## src/design/deq_pkg.sv

```systemverilog
`timescale 1ns / 1ps
// Shared types and constants for the double-ended queue.
// No dependencies; used by the queue, its entry memory and its checker.
package deq_pkg;

    localparam int CAPACITY_DEF = 16;
    localparam int DATA_W       = 32;
    localparam int FILL_W       = 5;

    typedef enum logic [1:0] {
        OP_PUSH_BACK  = 2'd0,
        OP_POP_FRONT  = 2'd1,
        OP_PUSH_FRONT = 2'd2,
        OP_POP_BACK   = 2'd3
    } t_op;

    typedef enum logic [1:0] {
        ST_OK    = 2'd0,
        ST_FULL  = 2'd1,
        ST_EMPTY = 2'd2
    } t_status;

endpackage

```

## src/design/double_ended_queue.sv

```systemverilog
`timescale 1ns / 1ps
// Bounded double-ended queue kept in a circular buffer of CAPACITY words.
// Depends on deq_pkg and deq_ram.
//
// Usage: drive i_operation and i_value with start high; the item is taken
// at any edge where busy is low. busy stays low, so one item can be taken
// every cycle. In the cycle after an item is taken, o_valid is high for
// one cycle with o_status, o_popped_value and o_fill_level for that item.
// Throughput is one item per cycle: the front pointer and count are updated
// at the accepting edge, and the single synchronous read of the entry memory
// is launched at that same edge, so its registered data is ready in the
// result cycle.
// A push to a full queue reports full and a pop from an empty queue reports
// empty; neither changes anything, and popped_value is zero for them and
// for every push. o_fill_level shows the count held after the item.
// The receiver cannot stall; results must be taken in their strobe cycle.
// Reset empties the queue and clears the front pointer; the entry memory
// itself is not cleared, since a word is only read after it was written.
module double_ended_queue #(
    parameter int CAPACITY = deq_pkg::CAPACITY_DEF
) (
    input  logic                                   i_clk,
    input  logic                                   i_rst_n,
    input  logic                                   start,
    output logic                                   busy,
    input  logic [1:0]                             i_operation,
    input  logic signed [deq_pkg::DATA_W-1:0]      i_value,
    output logic                                   o_valid,
    output logic [1:0]                             o_status,
    output logic signed [deq_pkg::DATA_W-1:0]      o_popped_value,
    output logic [deq_pkg::FILL_W-1:0]             o_fill_level
);

    localparam int AW = $clog2(CAPACITY);
    localparam int CW = $clog2(CAPACITY + 1);
    localparam int SW = CW + 1;

    logic [AW-1:0]          r_front, n_front;
    logic [CW-1:0]          r_count, n_count;
    logic                   r_valid;
    deq_pkg::t_status       r_status, n_status;
    logic                   r_popped, n_popped;

    logic                   accept;
    deq_pkg::t_op           op;
    logic [SW-1:0]          sum_back;
    logic [SW-1:0]          sum_last;
    logic [AW-1:0]          slot_back;
    logic [AW-1:0]          slot_last;
    logic                   wr_en;
    logic                   rd_en;
    logic [AW-1:0]          wr_addr;
    logic [AW-1:0]          rd_addr;
    logic [deq_pkg::DATA_W-1:0] rd_data;

    assign busy   = 1'b0;
    assign accept = start && !busy;
    assign op     = deq_pkg::t_op'(i_operation);

    assign sum_back  = SW'(r_front) + SW'(r_count);
    assign sum_last  = sum_back - SW'(1);
    assign slot_back = (sum_back >= SW'(CAPACITY)) ?
                       AW'(sum_back - SW'(CAPACITY)) : AW'(sum_back);
    assign slot_last = (sum_last >= SW'(CAPACITY)) ?
                       AW'(sum_last - SW'(CAPACITY)) : AW'(sum_last);

    always_comb begin
        n_front  = r_front;
        n_count  = r_count;
        n_status = deq_pkg::ST_OK;
        n_popped = 1'b0;
        wr_en    = 1'b0;
        rd_en    = 1'b0;
        wr_addr  = slot_back;
        rd_addr  = r_front;
        case (op)
            deq_pkg::OP_PUSH_BACK: begin
                if (r_count == CW'(CAPACITY)) begin
                    n_status = deq_pkg::ST_FULL;
                end else begin
                    wr_en   = accept;
                    wr_addr = slot_back;
                    n_count = r_count + CW'(1);
                end
            end
            deq_pkg::OP_PUSH_FRONT: begin
                if (r_count == CW'(CAPACITY)) begin
                    n_status = deq_pkg::ST_FULL;
                end else begin
                    n_front = (r_front == AW'(0)) ? AW'(CAPACITY - 1) : r_front - AW'(1);
                    wr_en   = accept;
                    wr_addr = n_front;
                    n_count = r_count + CW'(1);
                end
            end
            deq_pkg::OP_POP_FRONT: begin
                if (r_count == CW'(0)) begin
                    n_status = deq_pkg::ST_EMPTY;
                end else begin
                    rd_en    = accept;
                    rd_addr  = r_front;
                    n_popped = 1'b1;
                    n_front  = (r_front == AW'(CAPACITY - 1)) ? AW'(0) : r_front + AW'(1);
                    n_count  = r_count - CW'(1);
                end
            end
            deq_pkg::OP_POP_BACK: begin
                if (r_count == CW'(0)) begin
                    n_status = deq_pkg::ST_EMPTY;
                end else begin
                    rd_en    = accept;
                    rd_addr  = slot_last;
                    n_popped = 1'b1;
                    n_count  = r_count - CW'(1);
                end
            end
            default: begin
                n_status = deq_pkg::ST_OK;
            end
        endcase
    end

    always_ff @(posedge i_clk) begin
        if (!i_rst_n) begin
            r_front  <= '0;
            r_count  <= '0;
            r_valid  <= 1'b0;
            r_status <= deq_pkg::ST_OK;
            r_popped <= 1'b0;
        end else begin
            r_valid <= accept;
            if (accept) begin
                r_front  <= n_front;
                r_count  <= n_count;
                r_status <= n_status;
                r_popped <= n_popped;
            end
        end
    end

    deq_ram #(
        .DEPTH(CAPACITY)
    ) u_ram (
        .i_clk    (i_clk),
        .i_wr_en  (wr_en),
        .i_wr_addr(wr_addr),
        .i_wr_data(i_value),
        .i_rd_en  (rd_en),
        .i_rd_addr(rd_addr),
        .o_rd_data(rd_data)
    );

    assign o_valid        = r_valid;
    assign o_status       = r_status;
    assign o_popped_value = r_popped ? rd_data : '0;
    assign o_fill_level   = deq_pkg::FILL_W'(r_count);

endmodule

```

## src/design/deq_ram.sv

```systemverilog
`timescale 1ns / 1ps
// Entry store of the double-ended queue: one write port, one read port,
// registered read data. Uses deq_pkg for the data width.
module deq_ram #(
    parameter int DEPTH = deq_pkg::CAPACITY_DEF
) (
    input  logic                              i_clk,
    input  logic                              i_wr_en,
    input  logic [$clog2(DEPTH)-1:0]          i_wr_addr,
    input  logic [deq_pkg::DATA_W-1:0]        i_wr_data,
    input  logic                              i_rd_en,
    input  logic [$clog2(DEPTH)-1:0]          i_rd_addr,
    output logic [deq_pkg::DATA_W-1:0]        o_rd_data
);

    logic [deq_pkg::DATA_W-1:0] r_mem [DEPTH];
    logic [deq_pkg::DATA_W-1:0] r_rd_data;

    always_ff @(posedge i_clk) begin
        if (i_wr_en) begin
            r_mem[i_wr_addr] <= i_wr_data;
        end
    end

    always_ff @(posedge i_clk) begin
        if (i_rd_en) begin
            r_rd_data <= r_mem[i_rd_addr];
        end
    end

    assign o_rd_data = r_rd_data;

endmodule

```

## config.mk

```make
export PLATFORM = sky130hd
export DESIGN_NAME = double_ended_queue
export DESIGN_NICKNAME = d
export VERILOG_FILES = /design/src/design/deq_pkg.sv /design/src/design/double_ended_queue.sv /design/src/design/deq_ram.sv
export SDC_FILE = /design/constraint.sdc
export NUM_CORES = 1
export LEC_CHECK = 0
export BUFFER_PORTS_ARGS = -buffer_cell sky130_fd_sc_hd__buf_2
export CORE_MARGIN = 2
export CORE_UTILIZATION = 56
export DETAILED_ROUTE_END_ITERATION = 12
export PLACE_DENSITY = 0.86
export SYNTH_ARGS = -nofsm -noshare
export SYNTH_HDL_FRONTEND = slang
export SYNTH_SLANG_ARGS = --single-unit
```

## constraint.sdc

```tcl
create_clock -name i_clk -period 3.7 [get_ports i_clk]
set_clock_uncertainty 0.2 [all_clocks]
set_input_delay 0 -clock i_clk [delete_from_list [all_inputs] [get_ports i_clk]]
set_output_delay 0 -clock i_clk [all_outputs]
set_load 0.1 [all_outputs]
```

# Yosys cells after proc, flatten, opt, wreduce, memory -nomap -nowiden
# Memories as Yosys holds them, arrays and structs flattened. A register that Yosys moved wholly into a read port is not among the register bits.
# Cells that the tools add are included.
[word_totals]
regBits = 13
ram_bits = 512
output_inout_bits = 41
elab_cells = 59
mem_count = 1
[op_classes]
add_sub_neg = 8
n_lt_le_gt_ge = 2
eq_ne = 9
mux = 26
n_reduce_logical = 8
[mem_list]
columns = ["memory", "depth", "width", "rd", "rd_clocked_by_memory_dff", "wr", "line", "source"]
rows = [
  ["u_ram.r_mem", 16, 32, 1, 1, 1, "deq_ram.sv:16", "logic [deq_pkg::DATA_W-1:0] r_mem [DEPTH];"],
]
[op_table]
columns = ["op", "count"]
rows = [
  ["$mux W4", 10],
  ["$mux W32", 1],
  ["$ge A6 B5 Y1 const B", 2],
  ["$sub A4 B1 Y4 const B", 3],
  ["$mux W5", 2],
  ["$pmux W5 S2", 1],
  ["$mux W1", 9],
  ["$ne A2 B2 Y1 const B", 4],
  ["$pmux W4 S2", 1],
  ["$add A4 B5 Y6", 1],
  ["$sub A6 B1 Y6 const B", 1],
  ["$add A5 B1 Y5 const B", 1],
  ["$eq A5 B5 Y1 const B", 1],
  ["$logic_not A5 Y1", 1],
  ["$sub A5 B1 Y5 const B", 1],
  ["$add A4 B1 Y4 const B", 1],
  ["$eq A2 B2 Y1 const B", 2],
  ["$eq A4 B4 Y1 const B", 1],
  ["$logic_not A4 Y1", 1],
  ["$pmux W2 S2", 1],
  ["$reduce_and A4 Y1", 1],
  ["$reduce_or A2 Y1", 2],
  ["$reduce_and A3 Y1", 1],
  ["$eq A2 B1 Y1 const B", 1],
  ["other kinds (3)", 3],
]

# Longest topological paths before layout
# Gate-level depths: netlist of run 1.
[depth]
word_depth = 6
mapped_depth = 11
mapped_depth_nobuf = 9

# By module
# A second synthesis of run 1 with hierarchy kept.
[hier_totals]
cells_unflattened = 1009
area_unflattened_um2 = 21501.9
[modules_own_cells]
columns = ["mod", "n_inst", "cells_per_inst", "area_per_inst_um2"]
rows = [
  ["deq_ram", 1, 838, 20155.6],
  ["double_ended_queue", 1, 171, 1346.3],
]

# Least setup slack after synthesis of run 1
# Ideal clock, no wire load.
[synth_path]
kind = "reg2reg"
startpoint = "reg r_count[1] (netlist: o_fill_level[1])"
endpoint = "mem u_ram.r_mem[6][0] in the netlist's numbering, enable pin"
setup_time_ns = 0.421
arrival_ns = 3.781
t_required_ns = 3.079
slack_ns = -0.702
stages_incl_launch_ff = 8
n_path_buf = 0
cell_sequence = "dfxtp_1 > ha_1 > a21o_1 > a21oi_1 > xnor3_1 > mux2i_1 > nand2_1 > nor2_1"
[synth_via]
elab_chain_len = 5
elab_cells_between_ends = 11
classes_between = "2 x add/sub; 1 x order compare; 1 x eq/ne; 7 x mux"
[synth_lines]
columns = ["element", "line", "source"]
rows = [
  ["start, declared", "double_ended_queue.sv:39", "logic [CW-1:0] r_count, n_count;"],
  ["start signal, assigned", "double_ended_queue.sv:134", "r_count <= n_count;"],
  ["$add A4 B5 Y6 / $eq A5 B5 Y1 (equally long branches)", "double_ended_queue.sv:60, double_ended_queue.sv:78, double_ended_queue.sv:87", ""],
  ["$ge A6 B5 Y1, or another cell as far along", "double_ended_queue.sv:62", "assign slot_back = (sum_back >= SW'(CAPACITY)) ?"],
  ["$mux W4 / $mux W1 (equally long branches)", "n/a", ""],
  ["$mux W4 / $mux W1 (equally long branches)", "double_ended_queue.sv:87, deq_ram.sv:20", ""],
  ["$mux W4 / $mux W1 (equally long branches)", "n/a", ""],
  ["end, declared", "deq_ram.sv:16", ""],
]
# Several ways; a longest one is shown, not always the timed one.

# Final worst setup path of run 1
[layout_path]
startpoint = "reg r_count[0] (netlist: o_fill_level[0])"
endpoint = "reg u_ram.r_rd_data (netlist bit u_ram.o_rd_data[22]) (read register of u_ram.r_mem), data pin"
[layout_via]
elab_chain_len = 6
elab_cells_between_ends = 10
classes_between = "3 x add/sub; 1 x order compare; 5 x mux; 1 x reduce/logical"
[layout_lines]
columns = ["element", "line", "source"]
rows = [
  ["$add A4 B5 Y6", "double_ended_queue.sv:60", "assign sum_back = SW'(r_front) + SW'(r_count);"],
  ["$sub A6 B1 Y6", "double_ended_queue.sv:61", "assign sum_last = sum_back - SW'(1);"],
  ["$ge A6 B5 Y1 / $sub A4 B1 Y4 (equally long branches)", "double_ended_queue.sv:64, double_ended_queue.sv:65", ""],
  ["$mux W4", "double_ended_queue.sv:64", "assign slot_last = (sum_last >= SW'(CAPACITY)) ?"],
  ["$mux W4", "double_ended_queue.sv:108", "if (r_count == CW'(0)) begin"],
  ["$mux W4", "n/a", ""],
  ["end, declared", "deq_ram.sv:17", "logic [deq_pkg::DATA_W-1:0] r_rd_data;"],
]
# Several ways; a longest one is shown, not always the timed one.
# A chain may end at the register's enable or synchronous reset.

==> results of run 1 <==
-- sequential cells by signal (all words and copies together) (netlist names) --
register and cells:
o_status 2, o_valid 1, r_popped 1, r_front 4, u_ram.r_mem 512, u_ram.o_rd_data 32
o_fill_level 5
-- cell families (layout without fill, tap and decap cells) --
kind of cell               count (synthesis)  count (layout)  synth area share [%]
DFF                                      557             557                 74.91
and+or+nand+nor                          389             389                 7.755
AOI/OAI and AO/OA                        366             366                 11.84
buffers and inverters                    117             289                 2.502
muxes                                     37              37                 1.683
xor gates and xnor gates                  12              12                0.5986
adders and majority gates                 11              11                0.6890
other                                      1               2               0.01693
-- power by group through the flow --
stage / Sequential [W] / Combinational, W / Clock (W)
6_report: 0.00750 / 0.00446 / 0.00497
5_1_grt: 0.00752 / 0.00474 / 0.00525
4_1_cts: 0.00750 / 0.00440 / 0.00501
3_5_place_dp: 0.00763 / 0.00430 / 0
3_3_place_gp: 0.00762 / 0.00411 / 0
2_1_floorplan: 0.00770 / 0.00275 / 0
-- timing repair --
item                                   in CTS  in global routing
endpoints found under the hold margin     538                  0
setup endpoints to repair                   0                  1
hold buffers                               37                  0
gates resized for setup                     0                  1
-- cell usage in the layout (no fill, tap or decap), types with 16 or more instances in the layout --
cell type | Yosys | routed
edfxtp_1 | 544 | 544
nand2_1 | 266 | 266
a21oi_1 | 141 | 140
buf_2 | 29 | 76
a32oi_1 | 62 | 62
clkbuf_16 | 0 | 53
buf_4 | 16 | 47
dlygate4sd3_1 | 0 | 37
and2_1 | 37 | 36
mux2i_1 | 35 | 35
a22oi_1 | 34 | 34
and3_1 | 33 | 33
a211oi_1 | 32 | 32
a32o_1 | 32 | 32
a2111oi_0 | 31 | 30
buf_12 | 0 | 24
nor2_4 | 0 | 16
clkbuf_1 | 55 | 16
-- cell type report --
| type | instances | area (sq um) | area share, % |
|---|---|---|---|
| Multi-Input combinational cell | 816 | 5219 | 20.33 |
| Tap cell | 518 | 648.1 | 2.525 |
| Clock inverter | 24 | 183.9 | 0.7166 |
| Inverter | 12 | 45.04 | 0.1755 |
| Sequential cell | 557 | 16600 | 64.67 |
| Timing Repair Buffer | 184 | 1584 | 6.172 |
| Clock buffer | 69 | 1386 | 5.401 |
| Antenna cell | 1 | 2.502 | 0.009750 |
-- layer usage --
| metal | GRT usage [%] | wire length (microns) | vias to the layer above |
|---|---|---|---|
| met1 | 34.65 | 19960 | 6991 |
| met3 | 4.446 | 5364 | 168 |
| met5 | 0 | 28 | - |
| li1 | - | - | 6056 |
| met2 | 43.77 | 27230 | 1003 |
| met4 | 12.02 | 1966 | 4 |
-- cells in the mapped netlist (2+ instances only) --
master     number  area, sq um
a2111oi_0      31        271.5
a211oi_1       32        240.2
a21boi_0        4        30.03
a21o_1          2        15.01
a21oi_1       141        705.7
a22oi_1        34        255.2
a31oi_1         2        12.51
a32o_1         32        320.3
a32oi_1        62        543.0
and2_1         37        231.5
and3_1         33        206.5
buf_2          29        145.1
buf_4          16        120.1
buf_6           2        22.52
clkbuf_1       55        206.5
clkbuf_2        3        15.01
dfxtp_1        13        260.3
edfxtp_1      544        16340
fa_1            2        40.04
ha_1            9        112.6
inv_1          12        45.04
mux2_2          2        22.52
mux2i_1        35        350.3
nand2_1       266        998.5
nand2b_1        5        31.28
nand3_1         2        10.01
nand4_1         2        12.51
nor2_1         25        93.84
nor2b_1         7        43.79
nor3_1          3        15.01
o211a_1         2        20.02
o21a_1          2        15.01
o21ai_0         3        15.01
o21ai_1         3        15.01
o32a_1          2        20.02
o32ai_1         2        17.52
xnor2_1         4        35.03
xnor3_1         2        45.04
xor2_1          6        52.55
-- stage by stage --
stage / worst slack [ns] / hold WS (ns)
finish: 0.1216 / 0.1189
CTS: 0.1478 / 0.09947
global placement: 0.3096 / 0.1517
detailed placement: 0.2130 / 0.1596
floorplan: -0.2257 / -0.1011
global route: -0.01182 / 0.1378
-- critical path, cell delays in order (launching register included) --
cell       delay (ns)
dfxtp_2          0.37
ha_1             0.24
fa_1             0.53
inv_1            0.07
ha_1             0.32
a211o_1          0.21
o32a_2           0.33
buf_12           0.20
buf_12           0.15
a211oi_1         0.05
a2111oi_0        0.57
a32o_1           0.21
-- how the worst min path moves through the flow --
stage | from | slack (ns) | depth (start not counted) | to
2_1_floorplan | i_value[0] | -0.10 | 0 | u_ram.r_mem[0][0]$_DFFE_PP_
3_3_place_gp | i_rst_n | 0.15 | 2 | r_popped$_SDFFE_PN0P_
3_5_place_dp | i_rst_n | 0.16 | 2 | o_fill_level[1]$_SDFFE_PN0P_
4_1_cts | i_value[11] | 0.1 | 2 | u_ram.r_mem[10][11]$_DFFE_PP_
5_1_grt | i_value[11] | 0.14 | 2 | u_ram.r_mem[10][11]$_DFFE_PP_
6_report | i_value[11] | 0.12 | 2 | u_ram.r_mem[10][11]$_DFFE_PP_
==> results.py, run 1 <==
metrics = {
    "critical_path": {
        "r2r_end": "u_ram.o_rd_data[22]$_DFFE_PP_",
        "endpoint_kind": "register",
        "cp-start-kind": "register",
        "r2r-start": "o_fill_level[0]$_SDFFE_PN0P_",
        "worstPathArrival_ns": 3.82,
        "rrSetupSlack_ns": 0.12,
        "worstPathRequired_ns": 3.94,
        "critPathCapture": "u_ram.o_rd_data[22]$_DFFE_PP_",
        "path_class": "reg -> reg",
        "cp-startpoint": "o_fill_level[0]$_SDFFE_PN0P_",
        "rr_worst_depth": 11,
        "path_max_fanout": 15,
    },
    "run_status": {
        "status": "finished, final reports clean",
    },
    "drt": {
        "drt_wl_total_microns": 54550,
        "first_pass_iters": 7,
        "via_per_inst": 6.521,
        "ant_nets": 0,
        "post-route-drc-count": 0,
        "first_iter_violations": 2019,
        "wl_per_cell_microns": 25.01,
        "dr_total_vias": 14222,
    },
    "sta": {
        "slew_violations": 0,
        "tightest_slew_ns": 0.7753,
        "setup_tns_ns": 0,
        "timing.fmax_ghz": 0.2795,
        "setup_viol": 0,
        "period_needed_ns": 3.578,
        "period_share_pct": 96.71,
        "max_slew_margin_pct": 48.25,
        "hold_violations": 0,
    },
    "logic_synthesis": {
        "avgSynthCellArea_sq_um": 14.87,
        "synth_fp_nets": 1538,
        "synthesis.instances": 1490,
        "synth-edff-count": 544,
        "async_flop_share_pct": 0,
        "ys_types": 61,
        "yosys_register_bits": 557,
        "yosysSeqAreaShare_pct": 74.91,
        "synthFlopType": "edfxtp_1",
        "ys_warn_count": 0,
        "synthesis.area_sq_mm": 0.02215,
    },
    "power": {
        "clkPwrFrac_pct": 29.4,
        "combPwrFrac_pct": 26.3,
        "switching_power_w": 0.005292,
        "pwr-share-seq_pct": 44.3,
        "swShare_pct": 31.26,
        "total_power_w": 0.01693,
        "p_int_w": 0.01164,
        "p_per_area_mw_per_mm2": 659.5,
        "ir_worst_vdd_v": 0.0004315,
        "power_leakage_nw": 9.000,
    },
    "clock_tree": {
        "cts_tree": "yes",
        "postCtsSetupBuffers": 0,
        "clk_latency_ns": 0.58,
        "clkSlewWorstSetupHoldPaths_ns": 0.06,
        "clock_path_buffers": 3,
        "htreeDepth": 2,
        "clock-root-buffer": "clkbuf_16",
        "clock-sinks": 557,
        "cts_buffers": 51,
    },
    "finish": {
        "drive_above_1_share_pct": 15.10,
        "fill_cells": 2452,
        "final_nets": 1670,
        "final_core_util_pct": 66.10,
        "final_cells": 2181,
        "area.growth.synth_to_final_pct": 15.85,
        "final_area_sq_mm": 0.02567,
    },
    "placement": {
        "port_buffers": 76,
        "placed_cells": 2050,
        "routabilityCongestion": 0.8545,
        "dp_hpwl_microns": 29920,
        "place_area_sq_mm": 0.02372,
    },
    "die": {
        "die_y_microns": 202.9,
        "coreArea_sq_mm": 0.03883,
        "rows": 72,
        "die_x_microns": 202.9,
        "io_pins": 78,
        "start_util_pct": 57.06,
        "die-area_sq_mm": 0.04117,
    },
    "global_route": {
        "grt_pass1_wl_microns": 82140,
        "grt-ovfl-total": 0,
        "antenna_found_initial": 3,
        "gr-usage-all-layers_pct": 26.44,
        "grt_pass1_vias": 14244,
        "grt_max_degree": 56,
    },
    "flow_run": {
        "cap_violations": 0,
    },
    "hold_path": {
        "hp-class": "in -> reg",
    },
}
No activity file was read; power rests on OpenSTA's default activity.
==> run 2, diff against run 1 <==
- ABC_AREA: default -> 1
- CORE_ASPECT_RATIO: default -> 0.9
==> run 2 against run 1 <==
  * Hold slack worse by 0.015 ns
  * Utilization shrank 2.4 points
  * Maximum frequency grew 8.6%
  * Sequential cell count stayed put
  * Global-route usage increased by 1.3 points
  * Register-to-register slack improved by 0.28 ns
  * Synthesized cell count is 63% higher
  * Cell count up 45%
==> results.py, run 2 <==
metrics = {
    "die": {
        "coreArea_sq_mm": 0.04402,
        "rows": 73,
        "start_util_pct": 56.66,
        "die_y_microns": 204.2,
        "io_pins": 78,
        "die_x_microns": 226.5,
        "die-area_sq_mm": 0.04625,
    },
    "logic_synthesis": {
        "synthesis.area_sq_mm": 0.02494,
        "avgSynthCellArea_sq_um": 10.26,
        "yosys.area_share.simple_pct": 20.19,
        "synth-compound-area-share_pct": 0.7825,
        "synthTopCellsByArea": "edfxtp_1, nand3_1, inv_1",
        "synth.mux.area_fraction_pct": 0,
        "synth-edff-count": 544,
        "yosysSeqAreaShare_pct": 66.54,
        "yosys_register_bits": 557,
        "synthesis.instances": 2431,
        "ys_types": 32,
        "synth_adder_area_share_pct": 0.6120,
        "async_flop_share_pct": 0,
        "synth_top_cell_area_share_pct": 65.49,
        "synthFlopType": "edfxtp_1",
        "yosys.area.top_type": "edfxtp_1",
        "synth_top_family_by_area": "simple AND/OR/NAND/NOR gates",
        "ys_top_cells_by_count": "nand3_1, inv_1, edfxtp_1",
        "synth.most_common_cell": "nand3_1",
        "ys_warn_count": 0,
        "synth_xor_area_share_pct": 0.2458,
        "synth_fp_nets": 2479,
    },
    "critical_path": {
        "rr_worst_depth": 8,
        "endpoint_kind": "register",
        "path_cells": "inv_1 -> ha_1 -> nand2_1 -> o21ai_0 -> o21ai_0 -> nand3_1 -> nor2_4 -> buf_4",
        "cpPeakStageDelay_ns": 0.54,
        "r2r_end": "u_ram.r_mem[8][14]$_DFFE_PP_",
        "crit_cells": 8,
        "crit_slowest_cell": "nor2_4",
        "r2r-start": "r_front[0]$_SDFFE_PN0P_",
        "worstPathRequired_ns": 3.77,
        "worstPathBufferInverterCount": 2,
        "cp-start-kind": "register",
        "worstPathArrival_ns": 3.36,
        "cp-startpoint": "r_front[0]$_SDFFE_PN0P_",
        "critPathTopFamily": "simple AND/OR/NAND/NOR gates",
        "rrSetupSlack_ns": 0.41,
        "critPathCapture": "u_ram.r_mem[8][14]$_DFFE_PP_",
        "path_max_fanout": 13,
        "worst_path_most_repeated_cell": "o21ai_0",
        "path_class": "reg -> reg",
    },
    "clock_tree": {
        "cts_tree": "yes",
        "post_cts_resize_count": 0,
        "clock_path_buffers": 3,
        "clock-sinks": 557,
        "postCtsSetupBuffers": 0,
        "clk_latency_ns": 0.58,
        "clock-root-buffer": "clkbuf_16",
        "cts.hold.buffers_added": 38,
        "htreeDepth": 2,
        "clkSlewWorstSetupHoldPaths_ns": 0.06,
        "cts_buffers": 52,
    },
    "global_route": {
        "grt_pass1_wl_microns": 97770,
        "gr-usage-all-layers_pct": 27.73,
        "grt_max_degree": 104,
        "antenna_found_initial": 2,
        "grt-ovfl-total": 0,
        "grt_pass1_vias": 18258,
    },
    "run_status": {
        "status": "finished, final reports clean",
    },
    "drt": {
        "topRoutingLayerUsed": "met4",
        "first_pass_iters": 6,
        "wl_per_cell_microns": 20.12,
        "dr_total_vias": 18090,
        "met1_length_microns": 22900,
        "drt_wl_total_microns": 63690,
        "first_iter_violations": 2709,
        "via_per_inst": 5.716,
        "ant_nets": 0,
        "dr_wl_met2_microns": 29980,
        "met3_length_microns": 7432,
        "post-route-drc-count": 0,
    },
    "placement": {
        "place_ws_ns": 0.4329,
        "routabilityCongestion": 0.8107,
        "place_area_sq_mm": 0.02608,
        "dp_hpwl_microns": 34230,
        "port_buffers": 76,
        "placed_cells": 3030,
    },
    "power": {
        "p_per_area_mw_per_mm2": 595.2,
        "ir_worst_vdd_v": 0.0004624,
        "power_leakage_nw": 12.29,
    },
    "finish": {
        "drive_above_1_share_pct": 9.169,
        "mostFrequentLayoutCell": "nand3_1",
        "area.growth.synth_to_final_pct": 12.53,
        "largest_register_ffs": 512,
        "final_cells": 3165,
        "most-common-layout-cells": "nand3_1, inv_1, edfxtp_1, nand2_1, buf_2",
        "final_nets": 2570,
        "final_area_sq_mm": 0.02807,
        "largest_register": "u_ram.r_mem",
    },
    "sta": {
        "tightest_slew_ns": 1.151,
        "period_share_pct": 89.03,
        "setup_tns_ns": 0,
        "hold_violations": 0,
        "period_needed_ns": 3.294,
        "setup_slack_ns": 0.4060,
        "setup_viol": 0,
        "rsz0062_at_grt": "no",
        "max_slew_margin_pct": 23.28,
        "slew_violations": 0,
        "timing.fmax_ghz": 0.3036,
    },
    "hold_path": {
        "hp-class": "in -> reg",
    },
    "flow_run": {
        "cap_violations": 0,
    },
}
==> run 2: cell count changes in the layout (fill, tap and decap cells not counted), moves of 30 or more <==
cell	before	now
nand3_1	2	623
a32oi_1	62	0
and2_1	36	0
a32o_1	32	0
a2111oi_0	30	0
nand2_1	266	450
mux2i_1	35	0
a22oi_1	34	0
and3_1	33	0
inv_1	12	572
a21oi_1	140	12
a211oi_1	32	1
==> run 2: worst reg2reg max path, stage by stage (launching register included) <==
cell	delay (ns)
dfxtp_1	0.45
inv_1	0.15
ha_1	0.25
nand2_1	0.09
o21ai_0	0.11
o21ai_0	0.42
nand3_1	0.44
nor2_4	0.54
buf_4	0.33
==> run 2: per-stage QoR <==
step / utilization (%) / power, W / hold slack (ns)
after floorplan: - / 0.01038 / -0.1011
after global placement: 59.24 / 0.01140 / 0.07309
after detailed placement: 59.24 / 0.01156 / 0.07440
after CTS: 63.74 / 0.01664 / 0.09828
after global routing: 63.74 / 0.01728 / 0.1406
final: 63.75 / 0.01671 / 0.1040
==> run 2: how the worst min path moves through the flow <==
stage	from	end	slack, ns	cells past startpoint
global route	i_rst_n	o_fill_level[4]$_SDFFE_PN0P_	0.14	4
finish	i_rst_n	o_fill_level[4]$_SDFFE_PN0P_	0.10	4
CTS	i_rst_n	o_fill_level[4]$_SDFFE_PN0P_	0.1	4
detailed placement	start	o_valid$_SDFF_PN0_	0.07	3
global placement	start	o_valid$_SDFF_PN0_	0.07	3
floorplan	i_value[0]	u_ram.r_mem[0][0]$_DFFE_PP_	-0.10	0
==> run 2: layer usage <==
layer  vias to the layer above  GRT usage, %
li1                       8074             -
met1                      8394         35.20
met5                         -             0
met2                      1340         45.10
met3                       282         5.305
met4                         0         15.48
==> run 2: cells by family (layout without fill, tap and decap cells) <==
| family | Yosys count | count (layout) |
|---|---|---|
| other | 1 | 3 |
| buffers and inverters | 703 | 835 |
| xor gates and xnor gates | 7 | 7 |
| DFF | 557 | 557 |
| and+or+nand+nor | 1114 | 1114 |
| adders and majority gates | 11 | 11 |
| AOI/OAI and AO/OA | 38 | 38 |
==> run 2: report_power, final <==
group          internal (W)  switching (W)
combinational       0.00112        0.00300
sequential          0.00734       0.000143
clock               0.00283        0.00228
total                0.0113        0.00542
==> run 2: area by class of cell <==
type	count	area, sq um
Tap cell	600	750.7
Timing Repair Buffer	165	1319
Clock buffer	63	1364
Antenna cell	2	5.005
Multi-Input combinational cell	1171	5634
Fill cell	3156	15960
Sequential cell	557	16600
Clock inverter	32	239.0
Inverter	575	2158
